===== config.mk =====
export PLATFORM = sky130hd
export DESIGN_NAME = rgb565_run_length_encoder_top
export DESIGN_NICKNAME = d
export VERILOG_FILES = /design/src/rtl/rgbrle_pkg.sv /design/src/rtl/rgbrle_front.sv /design/src/rtl/rgbrle_queue.sv /design/src/rtl/rgbrle_back.sv /design/src/rtl/rgb565_run_length_encoder_top.sv
export SDC_FILE = /design/constraint.sdc
export NUM_CORES = 1
export LEC_CHECK = 0
export ABC_CLOCK_PERIOD_IN_PS = 5000
export BUFFER_PORTS_ARGS = -buffer_cell sky130_fd_sc_hd__buf_4
export CORE_MARGIN = 8
export CORE_UTILIZATION = 40
export DETAILED_ROUTE_END_ITERATION = 16
export PLACE_DENSITY = 0.67
export SLEW_MARGIN = 20
export SYNTH_ARGS = -nofsm -noshare
export SYNTH_HDL_FRONTEND = slang
export SYNTH_SLANG_ARGS = --single-unit

===== constraint.sdc =====
create_clock -name clock -period 5 [get_ports clock]
set_input_delay 0.75 -clock clock [delete_from_list [all_inputs] [get_ports clock]]
set_output_delay 0.75 -clock clock [all_outputs]
set_load 0.03 [all_outputs]

===== src/rtl/rgbrle_pkg.sv =====
// ============================================================================
// rgbrle_pkg
// Shared types and constants for the RGB565 run-length encoder.
// ============================================================================
package rgbrle_pkg;

   localparam int unsigned PIXEL_WIDTH = 16;
   localparam int unsigned COUNT_WIDTH = 8;
   localparam int unsigned BYTE_WIDTH  = 8;
   localparam int unsigned TOTAL_WIDTH = 24;

   // Longest run one count byte can carry.
   localparam logic [COUNT_WIDTH-1:0] MAX_RUN = 8'd255;
   // Bytes per encoded run, one bit wider than the byte counter.
   localparam logic [TOTAL_WIDTH:0]   BYTES_PER_RUN = 25'd3;
   localparam logic [TOTAL_WIDTH:0]   BYTES_TWO_RUNS = 25'd6;
   localparam logic [TOTAL_WIDTH-1:0] MAX_OUT_RESET = 24'hFFFFFF;

   // One unit of work for the back end: a whole run, or an abort marker.
   typedef struct packed {
      logic                   fail;
      logic [COUNT_WIDTH-1:0] count;
      logic [PIXEL_WIDTH-1:0] color;
      logic                   last;
      logic [TOTAL_WIDTH-1:0] total;
   } cmd_type;

   // Byte phase of the serializer.
   typedef enum logic [2:0] {
      PH_COUNT = 3'b001,
      PH_LOW   = 3'b010,
      PH_HIGH  = 3'b100
   } phase_type;

endpackage


===== src/rtl/rgbrle_front.sv =====
// ============================================================================
// rgbrle_front
// Run tracking, limit check and command issue; up to two commands per pixel.
// ============================================================================
module rgbrle_front import rgbrle_pkg::*; (
   input  logic                   clock,
   input  logic                   reset,
   input  logic [TOTAL_WIDTH-1:0] max_out_bytes,
   input  logic                   req_valid,
   output logic                   req_ready,
   input  logic [PIXEL_WIDTH-1:0] req_pixel_color,
   input  logic                   req_last_pixel,
   output logic                   push_valid,
   input  logic                   push_ready,
   output cmd_type                push_cmd
);

   logic [PIXEL_WIDTH-1:0] run_color_ff, run_color_in;
   logic [COUNT_WIDTH-1:0] run_len_ff, run_len_in;
   logic [TOTAL_WIDTH-1:0] bytes_ff, bytes_in;
   logic                   drop_ff, drop_in;
   logic                   pend_valid_ff, pend_valid_in;
   cmd_type                pend_cmd_ff, pend_cmd_in;

   logic                   accept;
   logic                   extend, close, fail_a, fail_b;
   logic [TOTAL_WIDTH:0]   limit_w, bytes3, bytes6, mid3;
   logic [COUNT_WIDTH-1:0] new_len;
   logic [PIXEL_WIDTH-1:0] new_color;
   logic                   cmd_a_valid, cmd_b_valid;
   cmd_type                cmd_a, cmd_b;

   assign req_ready = !pend_valid_ff && push_ready;
   assign accept    = req_valid && req_ready;

   always_comb begin
      extend  = (run_len_ff != '0) && (req_pixel_color == run_color_ff)
                && (run_len_ff < MAX_RUN);
      close   = !extend && (run_len_ff != '0);
      limit_w = {1'b0, max_out_bytes};
      bytes3  = {1'b0, bytes_ff} + BYTES_PER_RUN;
      bytes6  = {1'b0, bytes_ff} + BYTES_TWO_RUNS;
      fail_a  = close && (bytes3 > limit_w);
      mid3    = close ? bytes6 : bytes3;
      fail_b  = mid3 > limit_w;

      new_len   = extend ? run_len_ff + 8'd1 : 8'd1;
      new_color = extend ? run_color_ff : req_pixel_color;

      // closing the open run
      cmd_a_valid = !drop_ff && close;
      cmd_a       = '0;
      cmd_a.fail  = fail_a;
      if (!fail_a) begin
         cmd_a.count = run_len_ff;
         cmd_a.color = run_color_ff;
      end

      // flushing the run at end of frame
      cmd_b_valid = !drop_ff && !fail_a && req_last_pixel;
      cmd_b       = '0;
      cmd_b.fail  = fail_b;
      if (!fail_b) begin
         cmd_b.count = new_len;
         cmd_b.color = new_color;
         cmd_b.last  = 1'b1;
         cmd_b.total = mid3[TOTAL_WIDTH-1:0];
      end
   end

   assign push_valid = pend_valid_ff || (accept && (cmd_a_valid || cmd_b_valid));
   assign push_cmd   = pend_valid_ff ? pend_cmd_ff : (cmd_a_valid ? cmd_a : cmd_b);

   always_comb begin
      run_color_in  = run_color_ff;
      run_len_in    = run_len_ff;
      bytes_in      = bytes_ff;
      drop_in       = drop_ff;
      pend_valid_in = pend_valid_ff && !push_ready;
      pend_cmd_in   = pend_cmd_ff;
      if (accept) begin
         if (cmd_a_valid && cmd_b_valid) begin
            pend_valid_in = 1'b1;
            pend_cmd_in   = cmd_b;
         end
         if (drop_ff) begin
            drop_in = !req_last_pixel;
         end else if (fail_a || req_last_pixel) begin
            run_color_in = '0;
            run_len_in   = '0;
            bytes_in     = '0;
            drop_in      = fail_a && !req_last_pixel;
         end else begin
            run_color_in = new_color;
            run_len_in   = new_len;
            bytes_in     = close ? bytes3[TOTAL_WIDTH-1:0] : bytes_ff;
         end
      end
   end

   always_ff @(posedge clock) begin
      if (reset) begin
         run_color_ff  <= '0;
         run_len_ff    <= '0;
         bytes_ff      <= '0;
         drop_ff       <= 1'b0;
         pend_valid_ff <= 1'b0;
      end else begin
         run_color_ff  <= run_color_in;
         run_len_ff    <= run_len_in;
         bytes_ff      <= bytes_in;
         drop_ff       <= drop_in;
         pend_valid_ff <= pend_valid_in;
      end
      pend_cmd_ff <= pend_cmd_in;
   end

endmodule


===== src/rtl/rgbrle_queue.sv =====
// ============================================================================
// rgbrle_queue
// Two-entry command FIFO between front and back.
// ============================================================================
module rgbrle_queue import rgbrle_pkg::*; (
   input  logic    clock,
   input  logic    reset,
   input  logic    push_valid,
   output logic    push_ready,
   input  cmd_type push_cmd,
   output logic    pop_valid,
   input  logic    pop_ready,
   output cmd_type pop_cmd
);

   cmd_type    entry_ff [2];
   logic       wr_ptr_ff, wr_ptr_in;
   logic       rd_ptr_ff, rd_ptr_in;
   logic [1:0] count_ff, count_in;
   logic       do_push, do_pop;

   assign push_ready = (count_ff != 2'd2);
   assign pop_valid  = (count_ff != 2'd0);
   assign pop_cmd    = entry_ff[rd_ptr_ff];
   assign do_push    = push_valid && push_ready;
   assign do_pop     = pop_valid && pop_ready;

   always_comb begin
      wr_ptr_in = wr_ptr_ff ^ do_push;
      rd_ptr_in = rd_ptr_ff ^ do_pop;
      count_in  = count_ff + {1'b0, do_push} - {1'b0, do_pop};
   end

   always_ff @(posedge clock) begin
      if (reset) begin
         wr_ptr_ff <= 1'b0;
         rd_ptr_ff <= 1'b0;
         count_ff  <= 2'd0;
      end else begin
         wr_ptr_ff <= wr_ptr_in;
         rd_ptr_ff <= rd_ptr_in;
         count_ff  <= count_in;
      end
      if (do_push) begin
         entry_ff[wr_ptr_ff] <= push_cmd;
      end
   end

endmodule


===== src/rtl/rgbrle_back.sv =====
// ============================================================================
// rgbrle_back
// Serializes runs as count, color low, color high beats; abort is one beat.
// ============================================================================
module rgbrle_back import rgbrle_pkg::*; (
   input  logic                   clock,
   input  logic                   reset,
   input  logic                   pop_valid,
   output logic                   pop_ready,
   input  cmd_type                pop_cmd,
   output logic                   rsp_valid,
   input  logic                   rsp_ready,
   output logic [BYTE_WIDTH-1:0]  rsp_out_byte,
   output logic                   rsp_last,
   output logic                   rsp_failed,
   output logic [TOTAL_WIDTH-1:0] rsp_total_bytes
);

   cmd_type   cmd_ff, cmd_in;
   logic      active_ff, active_in;
   phase_type phase_ff, phase_in;
   logic      final_beat;

   // an abort marker is a single beat
   assign final_beat = cmd_ff.fail || (phase_ff == PH_HIGH);
   assign pop_ready  = !active_ff || (rsp_ready && final_beat);
   assign rsp_valid  = active_ff;

   always_comb begin
      rsp_out_byte    = '0;
      rsp_last        = cmd_ff.fail;
      rsp_failed      = cmd_ff.fail;
      rsp_total_bytes = '0;
      if (!cmd_ff.fail) begin
         case (phase_ff)
            PH_COUNT: rsp_out_byte = cmd_ff.count;
            PH_LOW:   rsp_out_byte = cmd_ff.color[BYTE_WIDTH-1:0];
            PH_HIGH: begin
               rsp_out_byte    = cmd_ff.color[PIXEL_WIDTH-1:BYTE_WIDTH];
               rsp_last        = cmd_ff.last;
               rsp_total_bytes = cmd_ff.total;
            end
            default: rsp_out_byte = '0;
         endcase
      end
   end

   always_comb begin
      cmd_in    = cmd_ff;
      active_in = active_ff;
      phase_in  = phase_ff;
      if (pop_valid && pop_ready) begin
         cmd_in    = pop_cmd;
         active_in = 1'b1;
         phase_in  = PH_COUNT;
      end else if (active_ff && rsp_ready) begin
         if (final_beat) begin
            active_in = 1'b0;
         end else begin
            case (phase_ff)
               PH_COUNT: phase_in = PH_LOW;
               PH_LOW:   phase_in = PH_HIGH;
               default:  phase_in = PH_COUNT;
            endcase
         end
      end
   end

   always_ff @(posedge clock) begin
      if (reset) begin
         active_ff <= 1'b0;
         phase_ff  <= PH_COUNT;
      end else begin
         active_ff <= active_in;
         phase_ff  <= phase_in;
      end
      cmd_ff <= cmd_in;
   end

endmodule


===== src/rtl/rgb565_run_length_encoder_top.sv =====
// ============================================================================
// rgb565_run_length_encoder_top
// Path: a run's command goes through a queue entry, then the back-end command register.
// Throughput: 1 pixel/cycle on extends unless stalled, 1 beat/cycle on rsp_ready.
// Reset: synchronous, active high; empties queue, clears run state, limit 0xFFFFFF.
// ============================================================================
module rgb565_run_length_encoder_top import rgbrle_pkg::*; (
   input  logic                   clock,
   input  logic                   reset,
   // limit register write
   input  logic                   csr_valid,
   output logic                   csr_ready,
   input  logic [TOTAL_WIDTH-1:0] csr_max_out_bytes,
   // pixel stream
   input  logic                   req_valid,
   output logic                   req_ready,
   input  logic [PIXEL_WIDTH-1:0] req_pixel_color,
   input  logic                   req_last_pixel,
   // encoded byte stream
   output logic                   rsp_valid,
   input  logic                   rsp_ready,
   output logic [BYTE_WIDTH-1:0]  rsp_out_byte,
   output logic                   rsp_last,
   output logic                   rsp_failed,
   output logic [TOTAL_WIDTH-1:0] rsp_total_bytes
);

   // Frame size limit; writes are always taken.
   logic [TOTAL_WIDTH-1:0] max_out_ff, max_out_in;

   // Front -> queue -> back command path.
   logic    push_valid, push_ready;
   cmd_type push_cmd;
   logic    pop_valid, pop_ready;
   cmd_type pop_cmd;

   assign csr_ready  = 1'b1;
   assign max_out_in = (csr_valid && csr_ready) ? csr_max_out_bytes : max_out_ff;

   always_ff @(posedge clock) begin
      if (reset) begin
         max_out_ff <= MAX_OUT_RESET;
      end else begin
         max_out_ff <= max_out_in;
      end
   end

   // Front end: tracks the open run and byte count, checks the limit and
   // issues whole-run or abort commands. A pixel that both closes a run and
   // ends the frame issues two commands; the second waits in a holding slot.
   rgbrle_front u_front (
      .clock           (clock),
      .reset           (reset),
      .max_out_bytes   (max_out_ff),
      .req_valid       (req_valid),
      .req_ready       (req_ready),
      .req_pixel_color (req_pixel_color),
      .req_last_pixel  (req_last_pixel),
      .push_valid      (push_valid),
      .push_ready      (push_ready),
      .push_cmd        (push_cmd)
   );

   // Two-entry queue decouples pixel intake from byte output.
   rgbrle_queue u_queue (
      .clock      (clock),
      .reset      (reset),
      .push_valid (push_valid),
      .push_ready (push_ready),
      .push_cmd   (push_cmd),
      .pop_valid  (pop_valid),
      .pop_ready  (pop_ready),
      .pop_cmd    (pop_cmd)
   );

   // Back end: turns each command into three beats, or one beat on abort.
   // The command register doubles as the output register.
   rgbrle_back u_back (
      .clock           (clock),
      .reset           (reset),
      .pop_valid       (pop_valid),
      .pop_ready       (pop_ready),
      .pop_cmd         (pop_cmd),
      .rsp_valid       (rsp_valid),
      .rsp_ready       (rsp_ready),
      .rsp_out_byte    (rsp_out_byte),
      .rsp_last        (rsp_last),
      .rsp_failed      (rsp_failed),
      .rsp_total_bytes (rsp_total_bytes)
   );

endmodule

==> qor.yml <==
finalWeightedCongestion: 0.860
clkTransAtPathRegs_ns: 0.06
cts_buffers: 31
rsz0062_at_grt: "no"
max_slew_margin: 0.464
dp_hpwl_mm: 22.1
grt_pass1_wl_mm: 49.5
finalHoldViolCount: 0
p_leak_nw: 6.47
nets: 1434
endpoint_kind: "flop"
period_share: 0.952
viasPerCell: 5.20
yosys.area.top_type: "edfxtp_1"
min_delay_path_depth: 3
clockBufferDepth: 3
yosys.area.top_type_share: 0.440
portBuffers: 81
placedCellCount: 1745
globalRoute.totalOverflow: 0
cp-start-kind: "flop"
worstPathArrival_ns: 5.12
min_to: "max_out_ff[23]"
die_h_um: 201
worstMarginPinSlew_ns: 0.804
synth_ff_type: "edfxtp_1"
grt_antenna_before_repair: 0
power_mw: 6.46
ys_seq_area_frac: 0.561
vias: 9369
synth_area_per_cell_um2: 11.2
drtAntennaViolNets: 0
fin_tns_setup_ns: 0
cts_setup_buffers: 0
synth_edf_count: 200
wl_mm: 30.8
cts_tree: "built"
fin_crit_ns: 4.76
p_per_area_mw_per_mm2: 398
drt-initial-drc-count: 631
vdd_drop_max_mv: 0.228
max_freq_mhz: 210
worstSkewPairLatency_ns: 0.55
routedWlPerCell_um: 17.1
cp_max_fo: 30
status: "complete, no violations"
netlist_area_mm2: 0.0136
maxCapViolations: 0
yosysWarnings: 0
clkSinkCount: 282
finalClockSkew_ns: 0.0245
syn_inst: 1222
hold_path.class: "primary input to flop"
synth_cell_type_count: 65
critPathSlowestCell: "dfxtp_1"
die_w_um: 201
cp_top_family: "compound AO/OA/AOI/OAI gates"
cts.root.buffer_cell: "clkbuf_16"
grt_max_degree: 81
first_pass_iters: 5
ctsHoldBuffers: 0
grt_usage: 0.148
critPathMaxStageDelay_ns: 0.45
synth.area.top_cells: "edfxtp_1 (44%), dfxtp_1 (12%), ha_1 (5.3%)"
crit_required_ns: 5.36
r2r_slack_ns: 0.24
crit_buf_inv: 3
min_from: "csr_max_out_bytes[23]"
setup_viol: 0
syn_nets: 1326
start_util: 0.407
crit_top_cell: "and3_4"
core_mm2: 0.0335
layout-drive-gt1-share: 0.208
synthMostInstantiatedCell: "edfxtp_1"
reg2reg_from: "u_front.run_len_ff[1]"
crit_type: "flop to flop"
ys_ff_latch: 282
ys_top_cells_by_count: "edfxtp_1 (200), nor2_1 (121), nand2_1 (96)"
synthArstFlopShare: 0
reg2reg_depth: 20
route.detailed.drc: 0
grt_pass1_vias: 9317
drv_slew: 0
crit_chain: "ha_4, and3_4, and3_4, a311oi_4, a21boi_4, mux2_2, nand3_1, xor2_2, inv_1, ha_1, a211oi_1, o21ai_0, o221a_2, o211ai_1, o2111ai_4, buf_12, nor2_1, buf_4, a21oi_1, a2bb2oi_1"
diodes: 0
num_rows: 67
r2r-end: "u_queue.entry_ff[1][45]"
die_area_mm2: 0.0403
area_delta_synth_final_pct: 19.0
final_cells: 1802
ios: 83
htreeDepth: 1
## routing by layer
layer | vias up | track usage | share of wire
li1 | 4608 | - | -
met1 | 4515 | 0.208 | 0.48
met2 | 192 | 0.234 | 0.45
met3 | 54 | 0.0203 | 0.044
met4 | 0 | 0.0428 | 0.023
met5 | - | 0 | 0
## final cells by class
type | instances | area (um2)
flip-flops and latches | 282 | 7650
well taps | 448 | 561
multi-input cells | 792 | 5460
fillers | 3033 | 17300
repair buffers | 144 | 1170
inverters | 79 | 297
clock buffers | 43 | 915
clock inverters | 14 | 183
## worst max-delay path by stage
| stage | end | from | slack [ns] | cells past startpoint |
|---|---|---|---|---|
| finish | u_queue.entry_ff[1][45] | u_front.run_len_ff[1] | 0.24 | 20 |
| floorplan | u_queue.count_ff[1] | rsp_ready | 0.18 | 8 |
| global route | u_queue.entry_ff[0][28] | u_front.run_len_ff[1] | 0.007 | 19 |
| CTS | u_queue.entry_ff[1][44] | u_front.run_len_ff[1] | 0.05 | 20 |
| detailed placement | u_queue.entry_ff[1][1] | req_pixel_color[1] | -0.11 | 18 |
| global placement | u_queue.entry_ff[0][1] | req_pixel_color[13] | -0.03 | 18 |
## cell families (layout without fill, tap and decap cells)
group | Yosys count | in the layout | share of synthesized area
buf+inv | 148 | 280 | 0.0452
fa+ha+maj | 58 | 58 | 0.0532
flops | 282 | 282 | 0.561
xor+xnor | 62 | 62 | 0.0398
compound gates | 234 | 234 | 0.120
other cells | 1 | 1 | 0.000275
mux | 56 | 56 | 0.0464
simple gates | 381 | 381 | 0.134
## registers in the layout, summed over array words and instances, names as in the netlist, 2 cells and up
register              flops
u_queue.entry_ff        100
u_front.pend_cmd_ff      50
u_back.cmd_ff            49
max_out_ff               24
u_front.bytes_ff         24
u_front.run_color_ff     16
u_front.run_len_ff        8
u_back.phase_ff           3
u_queue.count_ff          2
## worst reg2reg max path: cells and delay by family, from the launching register on
| family | cells | cell delay [ns] |
|---|---|---|
| mux | 1 | 0.40 |
| buf+inv | 3 | 0.45 |
| simple gates | 4 | 0.74 |
| xor+xnor | 1 | 0.20 |
| fa+ha+maj | 2 | 0.54 |
| compound gates | 9 | 1.82 |
| flops | 1 | 0.45 |
## cells in the final DEF, fill, tap and decap left out, types with 33 or more instances in the layout
master	count
edfxtp_1	200
mux2_2	51
and2_1	35
inv_1	78
o21ai_0	42
buf_4	137
nor2_1	120
dfxtp_1	80
clkbuf_16	33
xnor2_1	40
a21oi_1	46
ha_1	55
nand2_1	96
## stage by stage
stage / cell area (um2) / setup WS, ns / hold slack, ns / util
finish: 16200 / 0.240 / 0.408 / 0.484
global route: 16200 / 0.00698 / 0.422 / 0.484
CTS: 16200 / 0.0515 / 0.389 / 0.482
detailed placement: 15100 / -0.111 / 0.523 / 0.449
global placement: 15100 / -0.0341 / 0.504 / 0.449
floorplan: 13600 / 0.184 / 0.474 / -
## power by group
| part | switching (mW) | total [mW] | leakage (nW) | internal (mW) |
|---|---|---|---|---|
| registers | 0.113 | 3.03 | 2.53 | 2.92 |
| logic | 0.631 | 1.03 | 3.40 | 0.397 |
| clock network | 0.916 | 2.40 | 0.534 | 1.48 |
| total | 1.66 | 6.46 | 6.47 | 4.80 |
## repair_timing
| action | 4_1_cts | 5_1_grt |
|---|---|---|
| endpoints found under the hold margin | 0 | 0 |
| setup endpoints to repair | 0 | 102 |
| resized for setup | 0 | 11 |
Note: power is estimated with default switching activity, not from simulation.
